$ cat src/design/ffpa_pkg.sv
// Shared widths, codes and item/result types of the first-fit partition allocator.
package ffpa_pkg;

	localparam int DEF_PARTITIONS = 8;
	localparam int DEF_SIZE_BITS  = 16;

	localparam int JOB_W     = 16;
	localparam int IDX_W     = 3;
	localparam int STATUS_W  = 3;
	localparam int WASTE_W   = 16;
	localparam int TOTAL_W   = 19;
	localparam int WSUM_W    = 20;
	localparam int CFG_W     = 16;
	localparam int CFG_IDX_W = 3;

	localparam logic ACT_ALLOC   = 1'b0;
	localparam logic ACT_RELEASE = 1'b1;

	localparam logic [STATUS_W-1:0] ST_GRANTED      = 3'd0;
	localparam logic [STATUS_W-1:0] ST_RELEASED     = 3'd1;
	localparam logic [STATUS_W-1:0] ST_WAIT         = 3'd2;
	localparam logic [STATUS_W-1:0] ST_NEVER_FITS   = 3'd3;
	localparam logic [STATUS_W-1:0] ST_ALREADY_FREE = 3'd4;

	typedef struct packed {
		logic             action;
		logic [JOB_W-1:0] job_size;
		logic [IDX_W-1:0] release_index;
	} item_t;

	typedef struct packed {
		logic [STATUS_W-1:0] status;
		logic [IDX_W-1:0]    granted_index;
		logic [WASTE_W-1:0]  waste;
		logic [TOTAL_W-1:0]  internal_total;
		logic [TOTAL_W-1:0]  external_total;
	} result_t;

endpackage

$ cat src/design/ffpa_step.sv
// Decision logic for one request: first-fit pick, release, waste and free-size totals.
module ffpa_step
	import ffpa_pkg::*;
#(
	parameter int PARTITIONS = DEF_PARTITIONS,
	parameter int SIZE_BITS  = DEF_SIZE_BITS
) (
	input  item_t                                  item,
	input  logic [PARTITIONS-1:0][SIZE_BITS-1:0]   size,
	input  logic [PARTITIONS-1:0]                  busy,
	input  logic [PARTITIONS-1:0][SIZE_BITS-1:0]   held,
	input  logic [WSUM_W-1:0]                      waste_sum,
	output logic [PARTITIONS-1:0]                  busy_next,
	output logic [PARTITIONS-1:0][SIZE_BITS-1:0]   held_next,
	output logic [WSUM_W-1:0]                      waste_sum_next,
	output result_t                                result
);

	// Wide enough for the waste sum and one waste value plus a carry.
	localparam int WW = ((SIZE_BITS > WSUM_W) ? SIZE_BITS : WSUM_W) + 1;
	// Wide enough for the sum of all partition sizes.
	localparam int EW = ((SIZE_BITS + 3) > TOTAL_W) ? (SIZE_BITS + 3) : TOTAL_W;
	localparam logic [WW-1:0] WSUM_MAX  = WW'((64'd1 << WSUM_W) - 64'd1);
	localparam logic [WW-1:0] WASTE_MAX = WW'((64'd1 << WASTE_W) - 64'd1);
	localparam logic [WW-1:0] TOT_MAX_W = WW'((64'd1 << TOTAL_W) - 64'd1);
	localparam logic [EW-1:0] TOT_MAX_E = EW'((64'd1 << TOTAL_W) - 64'd1);

	logic [SIZE_BITS-1:0]  job;
	logic [PARTITIONS-1:0] fit;
	logic                  any_fit;
	logic                  found;
	logic [IDX_W-1:0]      pick;
	logic [SIZE_BITS-1:0]  pick_size;
	logic                  rel_hit;
	logic [SIZE_BITS-1:0]  rel_size;
	logic [SIZE_BITS-1:0]  rel_held;
	logic [SIZE_BITS-1:0]  waste_v;
	logic [WW-1:0]         waste_w;
	logic [WW-1:0]         wsum_w;
	logic [WW-1:0]         wsum_new;
	logic [EW-1:0]         free_sum;
	logic [STATUS_W-1:0]   status_v;
	logic [IDX_W-1:0]      index_v;
	logic [WASTE_W-1:0]    waste_out;
	logic [TOTAL_W-1:0]    itot_out;
	logic [TOTAL_W-1:0]    etot_out;

	assign job = SIZE_BITS'(item.job_size);

	always_comb begin
		for (int i = 0; i < PARTITIONS; i++) begin
			fit[i] = (size[i] != '0) && (size[i] >= job);
		end
	end

	assign any_fit = |fit;

	// Lowest-numbered free partition that fits wins.
	always_comb begin
		found     = 1'b0;
		pick      = '0;
		pick_size = '0;
		for (int i = PARTITIONS - 1; i >= 0; i--) begin
			if (fit[i] && !busy[i]) begin
				found     = 1'b1;
				pick      = IDX_W'(i);
				pick_size = size[i];
			end
		end
	end

	always_comb begin
		rel_hit  = 1'b0;
		rel_size = '0;
		rel_held = '0;
		for (int i = 0; i < PARTITIONS; i++) begin
			if (busy[i] && item.release_index == IDX_W'(i)) begin
				rel_hit  = 1'b1;
				rel_size = size[i];
				rel_held = held[i];
			end
		end
	end

	assign wsum_w = WW'(waste_sum);

	always_comb begin
		busy_next      = busy;
		held_next      = held;
		waste_sum_next = waste_sum;
		waste_v        = '0;
		wsum_new       = wsum_w;
		status_v       = ST_GRANTED;
		index_v        = '0;
		if (item.action == ACT_ALLOC) begin
			if (found) begin
				waste_v  = pick_size - job;
				wsum_new = wsum_w + WW'(waste_v);
				if (wsum_new > WSUM_MAX) begin
					wsum_new = WSUM_MAX;
				end
				for (int i = 0; i < PARTITIONS; i++) begin
					if (pick == IDX_W'(i)) begin
						busy_next[i] = 1'b1;
						held_next[i] = job;
					end
				end
				status_v = ST_GRANTED;
				index_v  = pick;
			end else if (any_fit) begin
				status_v = ST_WAIT;
			end else begin
				status_v = ST_NEVER_FITS;
			end
		end else begin
			if (rel_hit) begin
				// The size may have been rewritten while busy; floor the waste at zero.
				waste_v  = (rel_size > rel_held) ? (rel_size - rel_held) : '0;
				wsum_new = (wsum_w > WW'(waste_v)) ? (wsum_w - WW'(waste_v)) : '0;
				for (int i = 0; i < PARTITIONS; i++) begin
					if (item.release_index == IDX_W'(i)) begin
						busy_next[i] = 1'b0;
						held_next[i] = '0;
					end
				end
				status_v = ST_RELEASED;
				index_v  = item.release_index;
			end else begin
				status_v = ST_ALREADY_FREE;
			end
		end
		waste_sum_next = wsum_new[WSUM_W-1:0];
	end

	assign waste_w   = WW'(waste_v);
	assign waste_out = (waste_w > WASTE_MAX) ? '1 : waste_w[WASTE_W-1:0];
	assign itot_out  = (wsum_new > TOT_MAX_W) ? '1 : wsum_new[TOTAL_W-1:0];

	// Free total is taken over the state after this request.
	always_comb begin
		free_sum = '0;
		for (int i = 0; i < PARTITIONS; i++) begin
			if (!busy_next[i]) begin
				free_sum = free_sum + EW'(size[i]);
			end
		end
	end

	assign etot_out = (free_sum > TOT_MAX_E) ? '1 : free_sum[TOTAL_W-1:0];

	assign result = {status_v, index_v, waste_out, itot_out, etot_out};

endmodule

$ cat src/design/first_fit_partition_allocator.sv
// Top level of the first-fit fixed-partition allocator: registers, handshake and config port.
// A request is held in the input register, then its result in the result register.
// Throughput: one request per cycle while the result side is not stalled; the fit compares,
// priority pick and free-size adder all settle between the input and result registers.
// A stalled result holds the result register; one more request may wait in the input register.
// Reset (arst_n low, asynchronous): sizes zero, all free, waste sum zero, both registers empty.
module first_fit_partition_allocator
	import ffpa_pkg::*;
#(
	parameter int PARTITIONS = DEF_PARTITIONS,
	parameter int SIZE_BITS  = DEF_SIZE_BITS
) (
	input  logic                 clk,
	input  logic                 arst_n,
	input  logic                 cfg_we,
	input  logic [CFG_IDX_W-1:0] cfg_index,
	input  logic [CFG_W-1:0]     cfg_data,
	input  logic                 s_axis_tvalid,
	output logic                 s_axis_tready,
	input  logic [23:0]          s_axis_tdata,  // job_size[15:0], release_index[18:16], zero pad
	input  logic                 s_axis_tuser,  // action
	output logic                 m_axis_tvalid,
	input  logic                 m_axis_tready,
	output logic [63:0]          m_axis_tdata,  // granted_index, waste, internal_total,
	                                            // external_total, zero pad
	output logic [STATUS_W-1:0]  m_axis_tuser   // status
);

	// Partition state. Sizes come from the configuration port; held sizes are only read
	// for busy partitions, so they need no reset.
	logic [PARTITIONS-1:0][SIZE_BITS-1:0] size_q;
	logic [PARTITIONS-1:0]                busy_q;
	logic [PARTITIONS-1:0][SIZE_BITS-1:0] held_q;
	logic [WSUM_W-1:0]                    waste_sum_q;

	logic [PARTITIONS-1:0]                busy_next;
	logic [PARTITIONS-1:0][SIZE_BITS-1:0] held_next;
	logic [WSUM_W-1:0]                    waste_sum_next;

	item_t   item_s1;
	logic    vld_s1;
	result_t result;
	result_t res_q;
	logic    out_vld_q;
	logic    adv;

	// The result register can take a new value when it is empty or being drained.
	assign adv           = !out_vld_q || m_axis_tready;
	assign s_axis_tready = !vld_s1 || adv;

	always_ff @(posedge clk or negedge arst_n) begin
		if (!arst_n) begin
			size_q <= '0;
		end else begin
			for (int i = 0; i < PARTITIONS; i++) begin
				if (cfg_we && cfg_index == CFG_IDX_W'(i)) begin
					size_q[i] <= SIZE_BITS'(cfg_data);
				end
			end
		end
	end

	// Input register.
	always_ff @(posedge clk or negedge arst_n) begin
		if (!arst_n) begin
			vld_s1 <= 1'b0;
		end else if (s_axis_tready) begin
			vld_s1 <= s_axis_tvalid;
		end
	end

	always_ff @(posedge clk) begin
		if (s_axis_tvalid && s_axis_tready) begin
			item_s1.action        <= s_axis_tuser;
			item_s1.job_size      <= s_axis_tdata[15:0];
			item_s1.release_index <= s_axis_tdata[18:16];
		end
	end

	ffpa_step #(
		.PARTITIONS (PARTITIONS),
		.SIZE_BITS  (SIZE_BITS)
	) u_step (
		.item           (item_s1),
		.size           (size_q),
		.busy           (busy_q),
		.held           (held_q),
		.waste_sum      (waste_sum_q),
		.busy_next      (busy_next),
		.held_next      (held_next),
		.waste_sum_next (waste_sum_next),
		.result         (result)
	);

	// The state commits at the same edge the result is registered, so the next
	// request in the input register already sees it.
	always_ff @(posedge clk or negedge arst_n) begin
		if (!arst_n) begin
			busy_q      <= '0;
			waste_sum_q <= '0;
			out_vld_q   <= 1'b0;
		end else begin
			if (vld_s1 && adv) begin
				busy_q      <= busy_next;
				waste_sum_q <= waste_sum_next;
			end
			if (adv) begin
				out_vld_q <= vld_s1;
			end
		end
	end

	always_ff @(posedge clk) begin
		if (vld_s1 && adv) begin
			held_q <= held_next;
			res_q  <= result;
		end
	end

	assign m_axis_tvalid = out_vld_q;
	assign m_axis_tuser  = res_q.status;
	assign m_axis_tdata  = {7'b0, res_q.external_total, res_q.internal_total,
	                        res_q.waste, res_q.granted_index};

endmodule
$ cat config.mk
export PLATFORM = sky130hd
export DESIGN_NAME = first_fit_partition_allocator
export DESIGN_NICKNAME = d
export VERILOG_FILES = /design/src/design/ffpa_pkg.sv /design/src/design/ffpa_step.sv /design/src/design/first_fit_partition_allocator.sv
export SDC_FILE = /design/constraint.sdc
export NUM_CORES = 1
export LEC_CHECK = 0
export BUFFER_PORTS_ARGS = -buffer_cell sky130_fd_sc_hd__buf_2
export CORE_MARGIN = 2
export CORE_UTILIZATION = 60
export CTS_BUF_LIST = sky130_fd_sc_hd__clkbuf_8
export DETAILED_ROUTE_END_ITERATION = 16
export PLACE_DENSITY_LB_ADDON = 0.15
export SYNTH_ARGS = -nofsm -noshare
export SYNTH_HDL_FRONTEND = slang
export SYNTH_SLANG_ARGS = --single-unit
$ cat constraint.sdc
create_clock -name clk -period 13.9 [get_ports clk]
set_input_delay 2.78 -clock clk [delete_from_list [all_inputs] [get_ports clk]]
set_output_delay 2.78 -clock clk [all_outputs]
set_load 0.05 [all_outputs]
Yosys cells after proc, flatten, opt, wreduce, memory -nomap -nowiden:

Index checks and enable logic that the tools add are counted.

* output and inout bits: 69
* input bits: 49
* register bits: 366
* word-level logic and storage cells: 268

* add/subtract/negate cells: 11
* reduce and logical (&&, ||, !) cells: 75
* multiplexer cells: 110
* equality and inequality tests: 30
* order comparisons: 14

Operators with widths (number)
* $mux W16: 45
* $mux W128: 3
* $mux W19: 7
* $ge A16 B16 Y1: 8
* $reduce_bool A16 Y1: 8
* $add A19 B16 Y19: 6
* $mux W21: 5
* $mux W3: 14
* $reduce_and A5 Y1: 8
* $eq A3 B3 Y1 const B: 12
* $logic_and A1 B1 Y1: 34
* $mux W1: 33
* $sub A16 B16 Y16: 2
* $mux W8: 3
* $add A20 B16 Y21: 1
* $gt A21 B19 Y1 const B: 1
* $gt A21 B20 Y1 const B: 1
* $sub A20 B16 Y21: 1
* $gt A20 B16 Y1: 1
* $gt A19 B19 Y1 const B: 1
* $eq A3 B2 Y1 const B: 6
* $ne A2 B1 Y1 const B: 9
* $reduce_bool A2 Y1: 9
* $add A16 B16 Y17: 1
* other kinds (7): 21

Logic depth before layout (Yosys ltp):

Gate-level depths: netlist of run 1.

* word-level depth: 31
* gate-level depth with buffers: 67
* depth with buffers taken out: 67

Hierarchy:

Synthesis of run 1 repeated with hierarchy kept, for this count alone.

* cell total of the unflattened synthesis: 3248
* area total of the unflattened synthesis: 30357.9 um2

By module, submodules not included
* ffpa_step: area each 18049.8 um2, cells each 2686, instances 1, seq. area each 0.0 um2
* first_fit_partition_allocator: area each 12308.1 um2, cells each 562, instances 1, seq. area each 10199.8 um2

Worst setup path after synthesis of run 1:

Ideal clock, no wire load.

* path type: reg-to-reg
* start: reg item_s1[3] (netlist bit)
* end: reg res_q (netlist bit m_axis_tdata[56]), data pin
* cell stages (with the launch flop): 56
* path buffers: 1
* library setup time: 0.260 ns
* path slack: 2.328 ns
* period minus slack after synthesis: 11.572 ns
* arrival: 11.313 ns
* required time: 13.640 ns
* cell sequence: edfxtp_1 -> ha_1 -> nand2b_1 -> a211oi_1 -> o211ai_1 -> and4_1 -> o21ai_0 -> clkbuf_1 -> and3_1 -> ha_1 -> a21o_1 -> maj3_1 -> maj3_2 -> a2111oi_4 -> o31ai_1 -> xnor2_1 -> nor2_1 -> a21o_1 -> [... 20 more ...] -> nand2_1 -> o21ai_0 -> xor2_1 -> nor2_1 -> a21oi_1 -> inv_1 -> ha_1 -> a21o_1 -> a31oi_1 -> xnor2_1 -> mux2_2 -> ha_1 -> a21oi_1 -> a21o_1 -> o21a_1 -> o22ai_1 -> mux2_2 -> xnor2_1

* word-level cells in the longest chain between the ends: 31
* elaborated cells between the ends (all ways): 74
* those cells by class: add/sub (7); order compare (9); eq/ne (7); mux (34); reduce/logical (17)

Ends and longest elaborated chain
* start: declaration: line first_fit_partition_allocator.sv:40 `item_t item_s1;`
* $ge A16 B16 Y1: line ffpa_step.sv:52 `fit[i] = (size[i] != '0) && (size[i] >= job);`
* $logic_and A1 B1 Y1: line ffpa_step.sv:52
* $logic_and A1 B1 Y1: line ffpa_step.sv:64 `if (fit[i] && !busy[i]) begin`
* $mux W3 (8 in a row): line ffpa_step.sv:64
* $logic_not A3 Y1: line ffpa_step.sv:103 `if (pick == IDX_W'(i)) begin`
* $mux W1: line ffpa_step.sv:103
* $mux W8 *: line ffpa_step.sv:96 `if (found) begin`
* $mux W8 *: line ffpa_step.sv:95 `if (item.action == ACT_ALLOC) begin`
* [... 8 more ...]
* $mux W19: line ffpa_step.sv:143 `if (!busy_next[i]) begin`
* $add A19 B16 Y19: line ffpa_step.sv:144 `free_sum = free_sum + EW'(size[i]);`
* $mux W19: line ffpa_step.sv:143
* $add A19 B16 Y19: line ffpa_step.sv:144
* $mux W19: line ffpa_step.sv:143
* $add A19 B16 Y19: line ffpa_step.sv:144
* $mux W19 *: line ffpa_step.sv:143
* $gt A19 B19 Y1: line ffpa_step.sv:149 `assign etot_out = (free_sum > TOT_MAX_E) ? '1 : free_sum[TOTAL_W-1:0];`
* end signal: assignment: line first_fit_partition_allocator.sv:116 `res_q <= result;`
* end: declaration: line first_fit_partition_allocator.sv:43 `result_t res_q;`

Every way passes the cells marked *; elsewhere a longest branch is shown, timed or not.
A chain may end at the register's enable or synchronous reset.

Worst setup path in the final report of run 1:

* start: reg size_q[5] (netlist bit)
* end: reg res_q (netlist bit m_axis_tdata[56]), data pin

* word-level cells in the longest chain between the ends: 24
* elaborated cells between the ends (all ways): 40
* those cells by class: add/sub (7); order compare (2); eq/ne (7); mux (20); reduce/logical (4)

Ends and longest elaborated chain
* start: declaration: line first_fit_partition_allocator.sv:31 `logic [PARTITIONS-1:0][SIZE_BITS-1:0] size_q;`
* start signal: indexed assignment: line first_fit_partition_allocator.sv:57 `size_q[i] <= SIZE_BITS'(cfg_data);`
* $ge A16 B16 Y1 / $reduce_bool A16 Y1 (equally long branches): line ffpa_step.sv:52
* $logic_and A1 B1 Y1: line ffpa_step.sv:52
* $logic_and A1 B1 Y1: line ffpa_step.sv:64
* $mux W3: line ffpa_step.sv:64
* $logic_not A3 Y1: line ffpa_step.sv:103
* $mux W1: line ffpa_step.sv:103
* $mux W8: line ffpa_step.sv:96
* $mux W8: line ffpa_step.sv:95
* [... 8 more ...]
* $mux W19: line ffpa_step.sv:143
* $add A19 B16 Y19: line ffpa_step.sv:144
* $mux W19: line ffpa_step.sv:143
* $add A19 B16 Y19: line ffpa_step.sv:144
* $mux W19: line ffpa_step.sv:143
* $add A19 B16 Y19: line ffpa_step.sv:144
* $mux W19 *: line ffpa_step.sv:143
* $gt A19 B19 Y1: line ffpa_step.sv:149

Marks and branches as above.

==> flow_metrics.py, run 1 <==
metrics = {
    "status": {
        "outcome": "finished clean",
    },
    "job": {
        "cap_violations": 0,
    },
    "timing": {
        "finClkSkew_ns": 0.0675,
        "period_needed_ns": 13.23,
        "setup_viol": 0,
        "whs_ns": 0.492,
        "worstMarginPinSlew_ns": 1.24,
        "setup_tns_ns": 0,
        "maxSlewViolCount": 0,
        "timing.final.crit_share_pct": 95.2,
        "slew_headroom_pct": 17.0,
        "rsz0062_at_grt": "no",
        "fmax_ghz": 0.0756,
        "final_hold_viol_count": 0,
    },
    "cts": {
        "cts_buffers": 68,
        "clock_latency_ns": 0.71,
        "cts.sinks": 366,
        "htreeDepth": 3,
        "cts_root_buf": "clkbuf_8",
        "clockBufferDepth": 3,
        "clk_pin_slew_worst_paths_ns": 0.06,
        "hold_buffers": 0,
        "cts_tree": "yes",
    },
    "logic_synthesis": {
        "synth.area.top_cells": "edfxtp_1 (22%), dfrtp_1 (14%), ha_1 (13%), mux2_2 (6.4%), nand2_1 (3.7%)",
        "synth_top_area_cell": "edfxtp_1",
        "seq_area_frac_synth_pct": 35.4,
        "synth_edf_count": 208,
        "synth_cells": 3060,
        "ys_async_sr_fraction_pct": 43.2,
        "ys.flop_type": "edfxtp_1",
        "yosysUniqueCellTypes": 94,
        "syn-cell-area_um2": 28800,
        "ys_seq_elements": 366,
        "yosysWarnings": 0,
        "synth_top_area_share_pct": 21.7,
        "syn_avg_cell_area_um2": 9.43,
    },
    "detailed_routing": {
        "wl_per_cell_um": 27.3,
        "remaining_drc_errors": 0,
        "drtAntennaViolNets": 0,
        "via_count": 26800,
        "vias_per_cell": 6.95,
        "routed_wl_mm": 105,
        "drt_iter0_drc": 3498,
        "dr.pass1.iters": 7,
    },
    "cells_and_area": {
        "fin_util_pct": 66.8,
        "mostFrequentLayoutCells": "ha_1 (310), nand2_1 (286), nor2_1 (238)",
        "area_growth_syn_to_layout_pct": 10.3,
        "final_common_cell": "ha_1",
        "stdcell_count": 3859,
        "nNetsFinal": 3561,
        "drive_above_1_share_pct": 15.6,
    },
    "setup_path": {
        "required_ns": 14.33,
        "crit_fanout": 6,
        "endpoint_kind": "register",
        "timing.critical_path.slowest_cell_delay_ns": 0.56,
        "critPathArrivalTime_ns": 13.65,
        "cp_slowest_cell": "dfrtp_1",
        "crit_top_cell": "ha_1",
        "crit_type": "reg -> reg",
        "worstSetupStartpointType": "register",
    },
    "grt": {
        "grt_max_degree": 89,
        "track_usage_pct": 41.8,
        "overflow": 0,
        "antenna_found_initial": 4,
        "grt_pass1_wl_mm": 155,
        "first_global_vias": 25300,
    },
    "placement": {
        "dp_hpwl_mm": 78.1,
        "dp.cells": 3736,
        "gp_routability_congestion": 1.04,
        "numPortBuffers": 105,
    },
    "floorplanning": {
        "rows": 80,
        "die_x_um": 223,
        "io-pin-count": 118,
        "initial_utilization_pct": 60.5,
        "fp.coreArea_um2": 47600,
        "die_h_um": 223,
        "die_area_um2": 49800,
    },
    "min_path": {
        "hp-class": "reg -> reg",
    },
}
-- worst paths after layout --
check | end | slack (ns) | cells after the start | startpoint
setup reg to reg | m_axis_tdata[56] | 0.67 | 62 | size_q[5]
hold reg to reg | m_axis_tvalid | 0.49 | 1 | vld_s1
hold / removal | m_axis_tvalid | 0.49 | 1 | vld_s1
setup / recovery | m_axis_tdata[56] | 0.67 | 62 | size_q[5]
max in group asynchronous | size_q[3] | 10.17 | 2 | arst_n
min in group asynchronous | size_q[127] | 2.20 | 1 | arst_n
-- sequential cells by signal, summed over array words and instances, names as in the netlist, 3 cells and up --
register      cells
busy_q            8
held_q          128
item_s1          20
m_axis_tdata     57
m_axis_tuser      3
size_q          128
waste_sum_q      20
-- cells in the mapped netlist (8+ instances only) --
cell type / number
o211ai_1: 14
nor4_1: 42
a31oi_1: 24
nand3_1: 41
o31ai_1: 13
a21boi_0: 10
xor2_1: 37
nand2_1: 286
a22oi_1: 93
nor2b_1: 37
buf_1: 8
edfxtp_1: 208
nand2b_1: 38
o41ai_1: 9
a221oi_1: 17
o22ai_1: 17
xnor2_1: 99
inv_1: 100
nand4_1: 47
o21ai_0: 213
ha_1: 310
o21a_1: 43
a21oi_1: 196
or3_1: 40
mux2_2: 165
nor2_1: 242
mux2i_1: 19
buf_2: 10
o31a_1: 8
a41oi_1: 23
o21bai_1: 10
a211oi_1: 45
clkbuf_1: 95
a21o_1: 88
dfrtp_1: 158
o21ai_1: 8
and3_1: 22
nor3_1: 55
fa_1: 11
and2_1: 11
a211o_1: 8
or2_2: 11
buf_4: 8
-- layer usage --
metal / vias to the layer above / track usage [%] / share of wire, %
met5: - / 0 / 0
met4: 0 / 22.8 / 6.1
met3: 363 / 10.6 / 12
met2: 1746 / 62.0 / 43
met1: 12900 / 56.2 / 39
li1: 11800 / - / -
-- kinds of logic after synthesis --
family | count (synthesis) | synth area share, %
AOI/OAI and AO/OA | 910 | 20.7
xor gates and xnor gates | 137 | 4.21
adders and majority gates | 323 | 14.3
buffers and inverters | 224 | 3.09
DFF | 366 | 35.4
muxes | 186 | 7.20
other | 1 | 0.0130
and+or+nand+nor | 913 | 15.1
-- final cells by class --
type	instances	area [um2]
Antenna cell	1	2.50
Clock buffer	82	1130
Clock inverter	40	378
Fill cell	3850	15800
Inverter	102	383
Multi-Input combinational cell	2476	17900
Sequential cell	366	10200
Tap cell	615	769
Timing Repair Buffer	177	1070
-- repair_timing --
| action | 4_1_cts | 5_1_grt |
|---|---|---|
| resized for setup | 0 | 6 |
| endpoints found under the setup margin | 0 | 5 |
| buffers inserted | 0 | 0 |
| hold endpoints to repair | 0 | 0 |
-- per-stage QoR --
stage,cell area [um2],setup slack (ns)
2_1_floorplan,28900,2.33
3_3_place_gp,30300,0.973
3_5_place_dp,30300,0.641
4_1_cts,31800,0.556
5_1_grt,31800,0.00395
6_report,31800,0.673
-- worst max-delay path: cells and delay by family (launching register included) --
family / cells / cell delay [ns]
AO/OA/AOI/OAI: 31 / 6.21
adder cells (fa/ha/maj): 9 / 3.03
AND/OR/NAND/NOR: 14 / 1.92
XOR/XNOR: 6 / 0.94
flip-flops: 1 / 0.56
multiplexers: 1 / 0.20
buffers and inverters: 1 / 0.08
Power of run 1 is not shown: default switching activity piles up to over one toggle a cycle in this logic, so the estimate is an artifact.
==> run 2: changes to the inputs <==
--- a/config.mk
+++ b/config.mk
@@ -5,6 +5,7 @@
 export SDC_FILE = /design/constraint.sdc
 export NUM_CORES = 1
 export LEC_CHECK = 0
+export ABC_AREA = 1
 export BUFFER_PORTS_ARGS = -buffer_cell sky130_fd_sc_hd__buf_2
 export CORE_MARGIN = 2
 export CORE_UTILIZATION = 60
==> run 2 against run 1 <==
Against the previous run: count of clock-buffer cells in the layout shrank 6; setup slack gained 0.55 ns; first-iteration DRC count shrank 11%; design area shrank 0.58%; core utilization shrank 0.53 points; fmax grew 4.3%; critical endpoint is now m_axis_tdata[55].
==> flow_metrics.py, run 2 <==
metrics = {
    "status": {
        "outcome": "finished clean",
    },
    "job": {
        "cap_violations": 0,
    },
    "timing": {
        "maxSlewViolCount": 0,
        "setup_viol": 0,
        "fmax_ghz": 0.0789,
        "whs_ns": 0.493,
        "worstMarginPinSlew_ns": 1.21,
        "setup_tns_ns": 0,
        "rsz0062_at_grt": "no",
        "finClkSkew_ns": 0.0456,
        "slew_headroom_pct": 18.9,
        "timing.final.crit_share_pct": 91.2,
        "period_needed_ns": 12.68,
        "final_hold_viol_count": 0,
    },
    "placement": {
        "numPortBuffers": 105,
        "post_dp_cell_area_um2": 30100,
        "gp_routability_congestion": 1.01,
        "dp_hpwl_mm": 75.9,
    },
    "cells_and_area": {
        "fin_util_pct": 66.3,
        "mostFrequentLayoutCells": "nand2_1 (899), inv_1 (386), ha_1 (310)",
        "drive_above_1_share_pct": 10.8,
        "nNetsFinal": 4150,
        "fin_area_um2": 31600,
        "fillerInstances": 3992,
        "area_growth_syn_to_layout_pct": 9.19,
        "final_common_cell": "nand2_1",
    },
    "setup_path": {
        "regToRegSetupSlack_ns": 1.22,
        "crit_buf_inv": 13,
        "critPathArrivalTime_ns": 13.10,
        "crit_top_cell": "nand2_1",
        "endpoint_kind": "register",
        "cp_slowest_cell": "nand2_1",
        "worstSetupStartpointType": "register",
        "cp_top_family": "simple AND/OR/NAND/NOR gates",
        "crit_fanout": 20,
        "required_ns": 14.32,
        "crit_type": "reg -> reg",
        "timing.critical_path.slowest_cell_delay_ns": 0.61,
    },
    "floorplanning": {
        "die_area_um2": 50100,
        "initial_utilization_pct": 60.7,
        "io-pin-count": 118,
        "die_h_um": 224,
        "rows": 80,
        "fp.coreArea_um2": 47700,
        "die_x_um": 224,
    },
    "detailed_routing": {
        "vias_per_cell": 6.20,
        "via_count": 27600,
        "routed_wl_mm": 99.2,
        "drt_iter0_drc": 3104,
        "top_layer": "met4",
        "wl_met3_mm": 10.8,
        "drt-met1-wl_mm": 41.0,
        "wl_met2_mm": 42.7,
        "drtAntennaViolNets": 0,
        "remaining_drc_errors": 0,
        "dr.pass1.iters": 8,
        "wl_per_cell_um": 22.3,
    },
    "logic_synthesis": {
        "seq_area_frac_synth_pct": 35.2,
        "ys_async_sr_fraction_pct": 43.2,
        "synth_edf_count": 208,
        "synth_top_area_cell": "edfxtp_1",
        "syn-cell-area_um2": 29000,
        "synth.area.top_cells": "edfxtp_1 (22%), dfrtp_1 (14%), ha_1 (13%), nand2_1 (12%), o21ai_0 (5.0%)",
        "syn_avg_cell_area_um2": 7.88,
        "ys_seq_elements": 366,
        "yosysWarnings": 0,
        "synth_cells": 3676,
        "synth_most_common_cell": "nand2_1",
        "ys.flop_type": "edfxtp_1",
        "synth_top_area_share_pct": 21.6,
        "yosysUniqueCellTypes": 65,
        "yosys-top-cells-count": "nand2_1 (899), inv_1 (371), ha_1 (310), o21ai_0 (292), a21oi_1 (260)",
    },
    "grt": {
        "antenna_found_initial": 6,
        "track_usage_pct": 39.4,
        "first_global_vias": 25600,
        "grt_pass1_wl_mm": 149,
        "grt_max_degree": 95,
        "overflow": 0,
    },
    "cts": {
        "clk_pin_slew_worst_paths_ns": 0.06,
        "hold_buffers": 0,
        "cts.sinks": 366,
        "cts_root_buf": "clkbuf_8",
        "clockBufferDepth": 3,
        "cts_tree": "yes",
        "post_cts_buffers": 0,
        "cts_resized": 0,
        "cts_buffers": 66,
        "clock_latency_ns": 0.70,
        "htreeDepth": 3,
    },
    "min_path": {
        "hp-class": "reg -> reg",
    },
}
run 2: changes by cell type in the layout (fill, tap and decap cells not counted), moves of 57 or more:
cell	before	now
a21o_1	88	13
nand3_1	41	174
a22oi_1	93	1
o21ai_0	210	292
xnor2_1	99	42
a21oi_1	189	260
inv_1	118	386
mux2_2	165	0
nand2_1	286	899
run 2: kinds of logic (layout without fill, tap and decap cells):
group	Yosys count	count (layout)	synth area share, %
and+or+nand+nor	1505	1505	22.8
AOI/OAI and AO/OA	845	845	17.3
DFF	366	366	35.2
xor gates and xnor gates	112	112	3.39
buffers and inverters	525	675	7.06
muxes	1	1	0.0346
other	1	12	0.0129
adders and majority gates	321	321	14.1
run 2: per-stage QoR:
stage | cells | setup WS (ns)
after detailed placement | 4327 | 1.50
after global routing | 4452 | 0.477
after global placement | 4327 | 1.83
after floorplan | 3682 | 4.06
final | 4452 | 1.22
after CTS | 4447 | 1.45
run 2: cell type report:
type | instances | area [um2] | area share (%)
Multi-Input combinational cell | 2791 | 16800 | 53.1
Sequential cell | 366 | 10200 | 32.2
Clock inverter | 44 | 449 | 1.42
Tap cell | 615 | 769 | 2.43
Antenna cell | 5 | 12.5 | 0.0396
Clock buffer | 76 | 1050 | 3.31
Inverter | 413 | 1560 | 4.92
Timing Repair Buffer | 142 | 810 | 2.56
run 2: worst paths after layout:
check / start / end / cells past startpoint
setup reg to reg: item_s1[18] / m_axis_tdata[55] / 71
setup / recovery: item_s1[18] / m_axis_tdata[55] / 71
min in group asynchronous: arst_n / size_q[42] / 1
hold reg to reg: busy_q[6] / busy_q[6] / 2
max in group asynchronous: arst_n / size_q[86] / 2
hold / removal: busy_q[6] / busy_q[6] / 2
run 2: metal layers:
| layer | track usage, % | vias to the layer above |
|---|---|---|
| met2 | 58.4 | 1491 |
| met4 | 19.4 | 0 |
| li1 | - | 12900 |
| met1 | 55.8 | 13000 |
| met5 | 0 | - |
| met3 | 7.17 | 218 |
run 2: tightest hold or removal path, delay by kind of cell, from the launching register on:
| kind | cells | cell delay (ns) |
|---|---|---|
| AO/OA/AOI/OAI | 1 | 0.06 |
| AND/OR/NAND/NOR | 1 | 0.05 |
| flip-flops | 1 | 0.35 |
Power of run 2 is left out for the same reason.
